## config.mk

```make
export PLATFORM = sky130hd
export DESIGN_NAME = double_ended_queue
export DESIGN_NICKNAME = d
export VERILOG_FILES = /design/src/hw/rtl/deq_pkg.sv /design/src/hw/rtl/deq_cell.sv /design/src/hw/rtl/double_ended_queue.sv
export SDC_FILE = /design/constraint.sdc
export NUM_CORES = 1
export LEC_CHECK = 0
export BUFFER_PORTS_ARGS = -buffer_cell sky130_fd_sc_hd__buf_2
export CAP_MARGIN = 10
export CORE_MARGIN = 5
export CORE_UTILIZATION = 35
export DETAILED_ROUTE_END_ITERATION = 10
export GPL_TIMING_DRIVEN = 1
export PLACE_DENSITY = 0.56
export REMOVE_ABC_BUFFERS = 1
export SLEW_MARGIN = 15
export SYNTH_ARGS = -nofsm -noshare
export SYNTH_HDL_FRONTEND = slang
export SYNTH_HIERARCHICAL = 1
export SYNTH_SLANG_ARGS = --single-unit
```

## constraint.sdc

```tcl
create_clock -name clk_i -period 8.35 [get_ports clk_i]
set_input_delay 0.4175 -clock clk_i [delete_from_list [all_inputs] [get_ports clk_i]]
set_output_delay 0.4175 -clock clk_i [all_outputs]
set_load 0.02 [all_outputs]
```

## src/hw/rtl/deq_pkg.sv

```systemverilog
// ----------------------------------------------------------------------------
// deq_pkg
// Shared types and constants of the double-ended queue.
// ----------------------------------------------------------------------------
package deq_pkg;

  localparam int DEPTH_DEFAULT     = 16;
  localparam int WORD_BITS_DEFAULT = 32;
  localparam int DATA_BITS         = 32;
  localparam int KIND_BITS         = 3;

  typedef enum logic [KIND_BITS-1:0] {
    KIND_PUSH_FRONT = 3'd0,
    KIND_PUSH_BACK  = 3'd1,
    KIND_POP_FRONT  = 3'd2,
    KIND_POP_BACK   = 3'd3,
    KIND_PEEK_FRONT = 3'd4,
    KIND_PEEK_BACK  = 3'd5,
    KIND_CLEAR      = 3'd6
  } kind_e;

  // Command broadcast to every cell of the chain at once.
  typedef struct packed {
    logic push_front;
    logic push_back;
    logic pop_front;
    logic pop_back;
    logic clear;
  } deq_cmd_t;

endpackage

```

## src/hw/rtl/deq_cell.sv

```systemverilog
// ----------------------------------------------------------------------------
// deq_cell
// One storage cell of the queue chain: holds a word and its valid bit.
// ----------------------------------------------------------------------------
module deq_cell import deq_pkg::*; #(
  parameter int WORD_BITS = WORD_BITS_DEFAULT
) (
  input  logic                 clk_i,
  input  logic                 rst_ni,
  input  deq_cmd_t             cmd_i,
  input  logic [WORD_BITS-1:0] push_word_i,
  input  logic                 left_valid_i,
  input  logic [WORD_BITS-1:0] left_word_i,
  input  logic                 right_valid_i,
  input  logic [WORD_BITS-1:0] right_word_i,
  output logic                 valid_o,
  output logic [WORD_BITS-1:0] word_o,
  output logic                 valid_next_o,
  output logic [WORD_BITS-1:0] back_word_o
);

  logic                 valid_q, valid_d;
  logic [WORD_BITS-1:0] word_q, word_d;
  logic                 is_back;
  logic                 is_hole;

  // The back element is the last valid cell; the first free cell takes a push at the back.
  assign is_back = valid_q & ~right_valid_i;
  assign is_hole = ~valid_q & left_valid_i;

  always_comb begin
    valid_d = valid_q;
    word_d  = word_q;
    if (cmd_i.push_front) begin
      valid_d = left_valid_i;
      word_d  = left_word_i;
    end else if (cmd_i.push_back) begin
      if (is_hole) begin
        valid_d = 1'b1;
        word_d  = push_word_i;
      end
    end else if (cmd_i.pop_front) begin
      valid_d = right_valid_i;
      word_d  = right_word_i;
    end else if (cmd_i.pop_back) begin
      if (is_back) begin
        valid_d = 1'b0;
      end
    end else if (cmd_i.clear) begin
      valid_d = 1'b0;
    end
  end

  always_ff @(posedge clk_i or negedge rst_ni) begin
    if (!rst_ni) begin
      valid_q <= 1'b0;
    end else begin
      valid_q <= valid_d;
    end
  end

  always_ff @(posedge clk_i) begin
    word_q <= word_d;
  end

  assign valid_o      = valid_q;
  assign word_o       = word_q;
  assign valid_next_o = valid_d;
  assign back_word_o  = is_back ? word_q : '0;

endmodule

```

## src/hw/rtl/double_ended_queue.sv

```systemverilog
// ----------------------------------------------------------------------------
// double_ended_queue
// Bounded double-ended queue of words built as a shifting chain of cells.
// ----------------------------------------------------------------------------
// Each request (push front or back, pop front or back, peek front or back,
// clear) produces exactly one result carrying a success flag, the peeked word
// (zero unless a peek succeeded) and a flag telling whether the queue is empty
// after the request. Elements sit in a row of DEPTH cells with the front in
// cell 0: a push at the front shifts every cell one place toward the back, a
// pop at the front shifts every cell one place toward the front, and the back
// end is the last valid cell. A request is executed in the cycle it is
// accepted and its result appears in the output register in the next cycle, so
// a new request can be taken every cycle as long as the result side keeps up;
// the single output register is what sets that rate. Pushes on a full queue,
// and pops, peeks or clears on an empty queue, report failure and leave the
// queue unchanged, as does the unused kind code. Stored words are WORD_BITS
// wide; ports carry 32-bit words, truncated or zero-extended at the boundary.
// ----------------------------------------------------------------------------
module double_ended_queue import deq_pkg::*; #(
  parameter int DEPTH     = DEPTH_DEFAULT,
  parameter int WORD_BITS = WORD_BITS_DEFAULT
) (
  input  logic                 clk_i,
  input  logic                 rst_ni,
  input  logic                 in_valid_i,
  output logic                 in_ready_o,
  input  logic [KIND_BITS-1:0] kind_i,
  input  logic [DATA_BITS-1:0] data_in_i,
  output logic                 out_valid_o,
  input  logic                 out_ready_i,
  output logic                 ok_o,
  output logic [DATA_BITS-1:0] data_out_o,
  output logic                 is_empty_o
);

  // Per-cell views of the chain.
  logic [DEPTH-1:0]                cell_valid;
  logic [DEPTH-1:0]                cell_valid_next;
  logic [DEPTH-1:0][WORD_BITS-1:0] cell_word;
  logic [DEPTH-1:0][WORD_BITS-1:0] cell_back;

  logic                 accept;
  logic                 is_empty;
  logic                 is_full;
  kind_e                kind;
  deq_cmd_t             cmd;
  logic [WORD_BITS-1:0] push_word;
  logic [WORD_BITS-1:0] back_word;
  logic [WORD_BITS-1:0] peek_word;
  logic                 ok;

  // Output register: one pending result at a time.
  logic                 out_valid_q, out_valid_d;
  logic                 ok_q;
  logic [DATA_BITS-1:0] data_q;
  logic                 empty_q;
  logic [DATA_BITS-1:0] peek_data;

  // A new request is taken when the output register is free or draining.
  assign in_ready_o = ~out_valid_q | out_ready_i;
  assign accept     = in_valid_i & in_ready_o;

  assign is_empty = ~cell_valid[0];
  assign is_full  = cell_valid[DEPTH-1];
  assign kind     = kind_e'(kind_i);

  // Bring the request word to storage width, and the stored word back to port width.
  if (WORD_BITS > DATA_BITS) begin : g_wide
    assign push_word = {{(WORD_BITS-DATA_BITS){1'b0}}, data_in_i};
    assign peek_data = peek_word[DATA_BITS-1:0];
  end else if (WORD_BITS < DATA_BITS) begin : g_narrow
    assign push_word = data_in_i[WORD_BITS-1:0];
    assign peek_data = {{(DATA_BITS-WORD_BITS){1'b0}}, peek_word};
  end else begin : g_same
    assign push_word = data_in_i;
    assign peek_data = peek_word;
  end

  // Decode the request into a chain command; failing requests become no-ops.
  always_comb begin
    cmd = '0;
    ok  = 1'b0;
    if (accept) begin
      case (kind)
        KIND_PUSH_FRONT: begin
          cmd.push_front = ~is_full;
          ok             = ~is_full;
        end
        KIND_PUSH_BACK: begin
          cmd.push_back = ~is_full;
          ok            = ~is_full;
        end
        KIND_POP_FRONT: begin
          cmd.pop_front = ~is_empty;
          ok            = ~is_empty;
        end
        KIND_POP_BACK: begin
          cmd.pop_back = ~is_empty;
          ok           = ~is_empty;
        end
        KIND_PEEK_FRONT: ok = ~is_empty;
        KIND_PEEK_BACK:  ok = ~is_empty;
        KIND_CLEAR: begin
          cmd.clear = ~is_empty;
          ok        = ~is_empty;
        end
        default: ok = 1'b0;
      endcase
    end
  end

  // The chain of cells. Cell 0 sees the pushed word as its front neighbor,
  // and the last cell sees an always-empty neighbor behind it.
  for (genvar i = 0; i < DEPTH; i++) begin : g_cell
    logic                 left_valid;
    logic [WORD_BITS-1:0] left_word;
    logic                 right_valid;
    logic [WORD_BITS-1:0] right_word;

    if (i == 0) begin : g_first
      assign left_valid = 1'b1;
      assign left_word  = push_word;
    end else begin : g_inner_left
      assign left_valid = cell_valid[i-1];
      assign left_word  = cell_word[i-1];
    end

    if (i == DEPTH-1) begin : g_last
      assign right_valid = 1'b0;
      assign right_word  = '0;
    end else begin : g_inner_right
      assign right_valid = cell_valid[i+1];
      assign right_word  = cell_word[i+1];
    end

    deq_cell #(
      .WORD_BITS(WORD_BITS)
    ) u_cell (
      .clk_i        (clk_i),
      .rst_ni       (rst_ni),
      .cmd_i        (cmd),
      .push_word_i  (push_word),
      .left_valid_i (left_valid),
      .left_word_i  (left_word),
      .right_valid_i(right_valid),
      .right_word_i (right_word),
      .valid_o      (cell_valid[i]),
      .word_o       (cell_word[i]),
      .valid_next_o (cell_valid_next[i]),
      .back_word_o  (cell_back[i])
    );
  end

  // At most one cell flags itself as the back, so an OR over the gated words
  // selects the back element.
  always_comb begin
    back_word = '0;
    for (int i = 0; i < DEPTH; i++) begin
      back_word = back_word | cell_back[i];
    end
  end

  always_comb begin
    peek_word = '0;
    if (ok && kind == KIND_PEEK_FRONT) begin
      peek_word = cell_word[0];
    end else if (ok && kind == KIND_PEEK_BACK) begin
      peek_word = back_word;
    end
  end

  always_comb begin
    out_valid_d = out_valid_q;
    if (accept) begin
      out_valid_d = 1'b1;
    end else if (out_ready_i) begin
      out_valid_d = 1'b0;
    end
  end

  always_ff @(posedge clk_i or negedge rst_ni) begin
    if (!rst_ni) begin
      out_valid_q <= 1'b0;
    end else begin
      out_valid_q <= out_valid_d;
    end
  end

  always_ff @(posedge clk_i) begin
    if (accept) begin
      ok_q    <= ok;
      data_q  <= peek_data;
      empty_q <= ~cell_valid_next[0];
    end
  end

  assign out_valid_o = out_valid_q;
  assign ok_o        = ok_q;
  assign data_out_o  = data_q;
  assign is_empty_o  = empty_q;

endmodule

```

==> flow_summary.ini, run 1 <==
[final_layout]
seqCellArea_mm2 = 0.0168
postLayoutCoreUtil_pct = 38.0
final_nets = 3260
fin_area_mm2 = 0.0368
num-fill-cells = 9556
multi_input_area_mm2 = 0.0155
layout-drive-gt1-share_pct = 8.18
area_delta_synth_final_pct = 7.48

[clock_network]
cts_sinks = 563
cts_tree = done
cts_buffers = 68
clk_pin_slew_ns = 0.05
clk_path_buf_depth = 3
root_buffer = clkbuf_16
clock_latency_ns = 0.61
htree_levels = 3

[yosys]
avgSynthCellArea_um2 = 10.6
yosys-top-cells-area = edfxtp_1 48%, mux2i_1 15%, and2_1 9.4%
ys_warn_count = 6
ys_ff_latch = 563
netlist-cell-type-count = 36
yosys.area.top_type = edfxtp_1
ys_seq_area_share_pct = 49.1
syn_inst = 3220
synthFlopType = edfxtp_1
async_flop_share_pct = 3.02
synthMostInstantiatedCell = edfxtp_1
synth_top_cell_area_share_pct = 47.9
syn_area_mm2 = 0.0343
synth_commonest_cells = 546 x edfxtp_1, 531 x nand2_1, 512 x and2_1, 512 x mux2i_1, 432 x o21ai_1
synth_edf_count = 546

[sta]
rsz0062_at_grt = no
fin_crit_sh_pct = 48.8
slew_violations = 0
finClkSkew_ns = 0.0224
maxSlewHeadroom_pct = 24.7
fin_tns_setup_ns = 0
worstMarginPinSlew_ns = 1.13
min_period_ns = 4.07
setup_viol = 0
fmax_mhz = 245
hold_viol = 0

[global_route]
grt_max_degree = 247
grt_util_all_layers_pct = 18.8
antenna_found_initial = 11
grt_pass1_vias = 23600
grt_overflow_total = 0
grt_pass1_wl_um = 151000

[power]
max-vdd-ir-drop_v = 0.000195
p_per_area_mw_per_mm2 = 237
leakagePower_uw = 0.0112

[die]
start_util_pct = 35.4
dieHeight_um = 323
core-area_mm2 = 0.0969
die_w_um = 323
std_cell_rows = 114
boundaryPins = 75
die_area_mm2 = 0.104

[route]
first_pass_iters = 5
ant_nets = 0
via_per_inst = 5.43
vias = 24700
wl_per_cell_um = 22.1
drcViolationCount = 0
drtIter0Drc = 2608
wirelength_um = 101000

[worst_setup_path]
worst_setup_path_end_kind = register
required_ns = 8.67
start_kind = register
cp.arrival_ns = 4.39
worstSetupPathType = register to register
crit_path_max_fanout = 114

[status]
run_status = completed

[run]
maxCapViolCount = 0

[min_path]
min_path_type = input port to register

[placement]
postPlaceCellArea_mm2 = 0.0348
gp_congestion = 0.745
port_buffers = 74
dp_hpwl_um = 50800
-- flip-flops by register name, summed over array words and instances, names as in the netlist --
name / flops
ok_o: 1
out_valid_o: 1
g_cell.u_cell/word_o: 512
g_cell.u_cell/valid_o: 16
data_out_o: 32
is_empty_o: 1
-- stage by stage --
stage	hold WS, ns	cells	total power, uW	setup slack (ns)
finish	0.0612	4544	8730	4.28
global route	0.0563	4541	9130	4.08
CTS	0.0317	4541	8810	4.33
detailed placement	0.420	4426	6040	4.20
global placement	0.416	4426	6020	4.23
floorplan	0.122	3021	5860	-76.73
-- metal layers --
metal  GRT usage [%]  share of wire [%]  up-vias
li1                -                  -    11600
met1            27.1                 46    12200
met4            5.37                2.9        2
met3            3.48                6.8      148
met5               0              0.011        -
met2            28.8                 44      759
-- kinds of logic (layout without fill, tap and decap cells) --
group	Yosys count	in the layout	share of synthesized area, %
muxes	512	512	15.0
other	2	39	0.0219
buffers and inverters	252	263	6.07
AOI/OAI and AO/OA	610	610	9.98
DFF	563	563	49.1
and+or+nand+nor	1281	1281	19.9
-- power by group --
group / switching [uW] / internal [uW]
combinational: 1600 / 840
sequential: 189 / 3350
clock: 1210 / 1540
-- what timing repair did --
action,in CTS,in global routing
hold buffers,1,0
endpoints found under the hold margin,17,0
buffers inserted,0,0
resized for setup,0,0
-- critical path, cell delays in order, from the launching register on --
cell and delay [ns]:
dfrtp_1 0.37, nand2b_1 0.17, nand4b_1 0.19, nor3_2 0.14, buf_4 0.68, buf_12 0.65
buf_4 0.93, mux2i_1 0.29, o21ai_1 0.10
-- final timing paths --
check,slack [ns],start,to,cells after the start
max,4.28,out_valid_o$_DFFE_PN0P_,g_cell[13].u_cell/word_o[14]$_DFFE_PP_,8
min,0.06,in_valid_i,out_valid_o$_DFFE_PN0P_,2
max reg2reg,4.28,out_valid_o$_DFFE_PN0P_,g_cell[13].u_cell/word_o[14]$_DFFE_PP_,8
min reg2reg,0.57,g_cell[10].u_cell/word_o[16]$_DFFE_PP_,g_cell[11].u_cell/word_o[16]$_DFFE_PP_,2
max in group asynchronous,7.73,rst_ni,g_cell[6].u_cell/valid_o$_DFF_PN0_,2
min in group asynchronous,0.30,rst_ni,g_cell[13].u_cell/valid_o$_DFF_PN0_,2
-- layout by cell type (no fill, tap or decap), types with 17 or more instances in the layout --
master | netlist | layout
dfrtp_1 | 17 | 17
nand4_1 | 32 | 32
nand2_1 | 531 | 531
o21ai_0 | 80 | 80
buf_4 | 20 | 52
nor4_1 | 129 | 128
mux2i_1 | 512 | 512
a22o_1 | 32 | 32
edfxtp_1 | 546 | 546
and2_1 | 512 | 512
conb_1 | 2 | 36
o21ai_1 | 432 | 432
inv_1 | 18 | 17
buf_2 | 51 | 74
clkbuf_1 | 48 | 21
clkbuf_16 | 0 | 70
-- layout make-up --
class | instances | share of cell area [%]
Antenna cell | 3 | 0.0204
Tap cell | 1276 | 4.34
Multi-Input combinational cell | 2439 | 42.2
Inverter | 19 | 0.194
Sequential cell | 563 | 45.7
Clock inverter | 23 | 0.350
Timing Repair Buffer | 130 | 2.26
Clock buffer | 91 | 4.97
No activity file was read; power rests on OpenSTA's default activity.
==> run 2, diff against run 1 <==
==> constraint.sdc (replaced) <==
create_clock -name clk_i -period 3.8 [get_ports clk_i]
set_input_delay 0.19 -clock clk_i [delete_from_list [all_inputs] [get_ports clk_i]]
set_output_delay 0.19 -clock clk_i [all_outputs]
set_load 0.02 [all_outputs]
==> flow_summary.ini, run 2 (synthesized netlist as in run 1, its figures left out) <==
[status]
run_status = completed

[clock_network]
htree_levels = 3
cts_buffers = 69
postCtsResizedCells = 0
post-cts-setup-buffers = 0
clk_path_buf_depth = 3
clock_latency_ns = 0.62
root_buffer = clkbuf_16
cts_tree = done
clk_pin_slew_ns = 0.06
cts_sinks = 563
cts_hold_buf = 3

[placement]
gp_congestion = 0.753
dp_hpwl_um = 58400
place_ws_ns = 0.791
postPlaceCellArea_mm2 = 0.0351
port_buffers = 74

[worst_setup_path]
crit_path_max_fanout = 192
start_kind = register
critPathLaunch = out_valid_o$_DFFE_PN0P_
rrSetupSlack_ns = 0.74
worstSetupPathType = register to register
worstSetupEndpoint = g_cell[0].u_cell/word_o[26]$_DFFE_PP_
rr_startpoint = out_valid_o$_DFFE_PN0P_
worst_setup_path_end_kind = register
required_ns = 4.13
reg2reg_to = g_cell[0].u_cell/word_o[26]$_DFFE_PP_
cp.arrival_ns = 3.39
r2r_cells = 7

[die]
die_w_um = 323
std_cell_rows = 114
dieHeight_um = 323
die_area_mm2 = 0.104
core-area_mm2 = 0.0969
start_util_pct = 35.4
boundaryPins = 75

[power]
p_per_area_mw_per_mm2 = 528
power_uw = 19700
max-vdd-ir-drop_v = 0.000315
leakagePower_uw = 0.0113

[run]
maxCapViolCount = 0

[sta]
maxSlewHeadroom_pct = 17.7
setup_viol = 0
rsz0062_at_grt = no
finClkSkew_ns = 0.0201
min_period_ns = 3.06
fin_crit_sh_pct = 80.6
slew_violations = 0
hold_viol = 0
worst_slack_ns = 0.738
fin_tns_setup_ns = 0
fmax_mhz = 327
worstMarginPinSlew_ns = 1.23

[route]
ant_nets = 0
vias = 24700
first_pass_iters = 5
wl_per_cell_um = 22.8
via_per_inst = 5.41
drcViolationCount = 0
drtIter0Drc = 2739
wirelength_um = 104000

[min_path]
min_path_type = input port to register
min_path_cells = 2

[final_layout]
area_delta_synth_final_pct = 8.85
largest_reg_flops = 512
layout-drive-gt1-share_pct = 8.77
layout_commonest_cell = edfxtp_1
final_nets = 3270
postLayoutCoreUtil_pct = 38.5
fin_area_mm2 = 0.0373
final_cell_mix = 546 x edfxtp_1, 531 x nand2_1, 512 x and2_1, 512 x mux2i_1, 432 x o21ai_1

[global_route]
grt_util_all_layers_pct = 19.3
antenna_found_initial = 12
grt_pass1_wl_um = 154000
grt_pass1_vias = 23600
grt_overflow_total = 0
grt_max_degree = 212
==> run 2: cell count changes in the layout (fill, tap and decap cells not counted), sizes merged <==
cell,previous run,this run
diode,3,7
buf,129,136
clkbuf,91,86
clkinv,18,28
clkinvlp,1,3
dlygate4sd3,1,3
bufinv,0,2
==> run 2: report_power, final <==
group / internal (uW) / switching (uW)
clock: 3560 / 2800
sequential: 7370 / 418
combinational: 1910 / 3660
total: 12800 / 6870
==> run 2: worst min path at each step <==
| stage | slack (ns) | from | endpoint |
|---|---|---|---|
| finish | 0.05 | kind_i[1] | ok_o$_DFFE_PP_ |
| floorplan | -0.11 | rst_ni | g_cell[0].u_cell/valid_o$_DFF_PN0_ |
| detailed placement | 0.19 | rst_ni | out_valid_o$_DFFE_PN0P_ |
| global placement | 0.19 | rst_ni | out_valid_o$_DFFE_PN0P_ |
| CTS | 0.03 | kind_i[1] | ok_o$_DFFE_PP_ |
| global route | 0.05 | kind_i[1] | ok_o$_DFFE_PP_ |
==> run 2: critical path, stage by stage (launching register included) <==
cell and delay (ns):
dfrtp_1 0.37, nand2b_1 0.19, nand2_1 0.20, nor4b_2 0.36, buf_12 0.36, buf_4 0.33, buf_12 0.50, o21ai_1 0.19
==> run 2: routing by layer <==
layer | GRT usage, % | up-vias | wire length (um)
li1 | - | 11700 | -
met1 | 27.4 | 12200 | 47000
met2 | 31.7 | 719 | 49000
met3 | 2.63 | 120 | 6430
met4 | 3.79 | 0 | 1760
met5 | 0 | - | 0
==> run 2: through the flow <==
step                      hold WS (ns)  instances
after global placement           0.191       4433
after CTS                       0.0321       4559
final                           0.0519       4566
after floorplan                 -0.106       3021
after detailed placement         0.187       4433
after global routing            0.0458       4561
==> run 2: area by class of cell <==
type,count,area [um^2]
fill,9531,59600
multi-input combinational,2439,15500
sequential,563,16800
antenna,7,17.5
timing repair buffer,139,1140
clock buffer,86,1810
inverter,19,71.3
tap,1276,1600
clock inverter,37,299
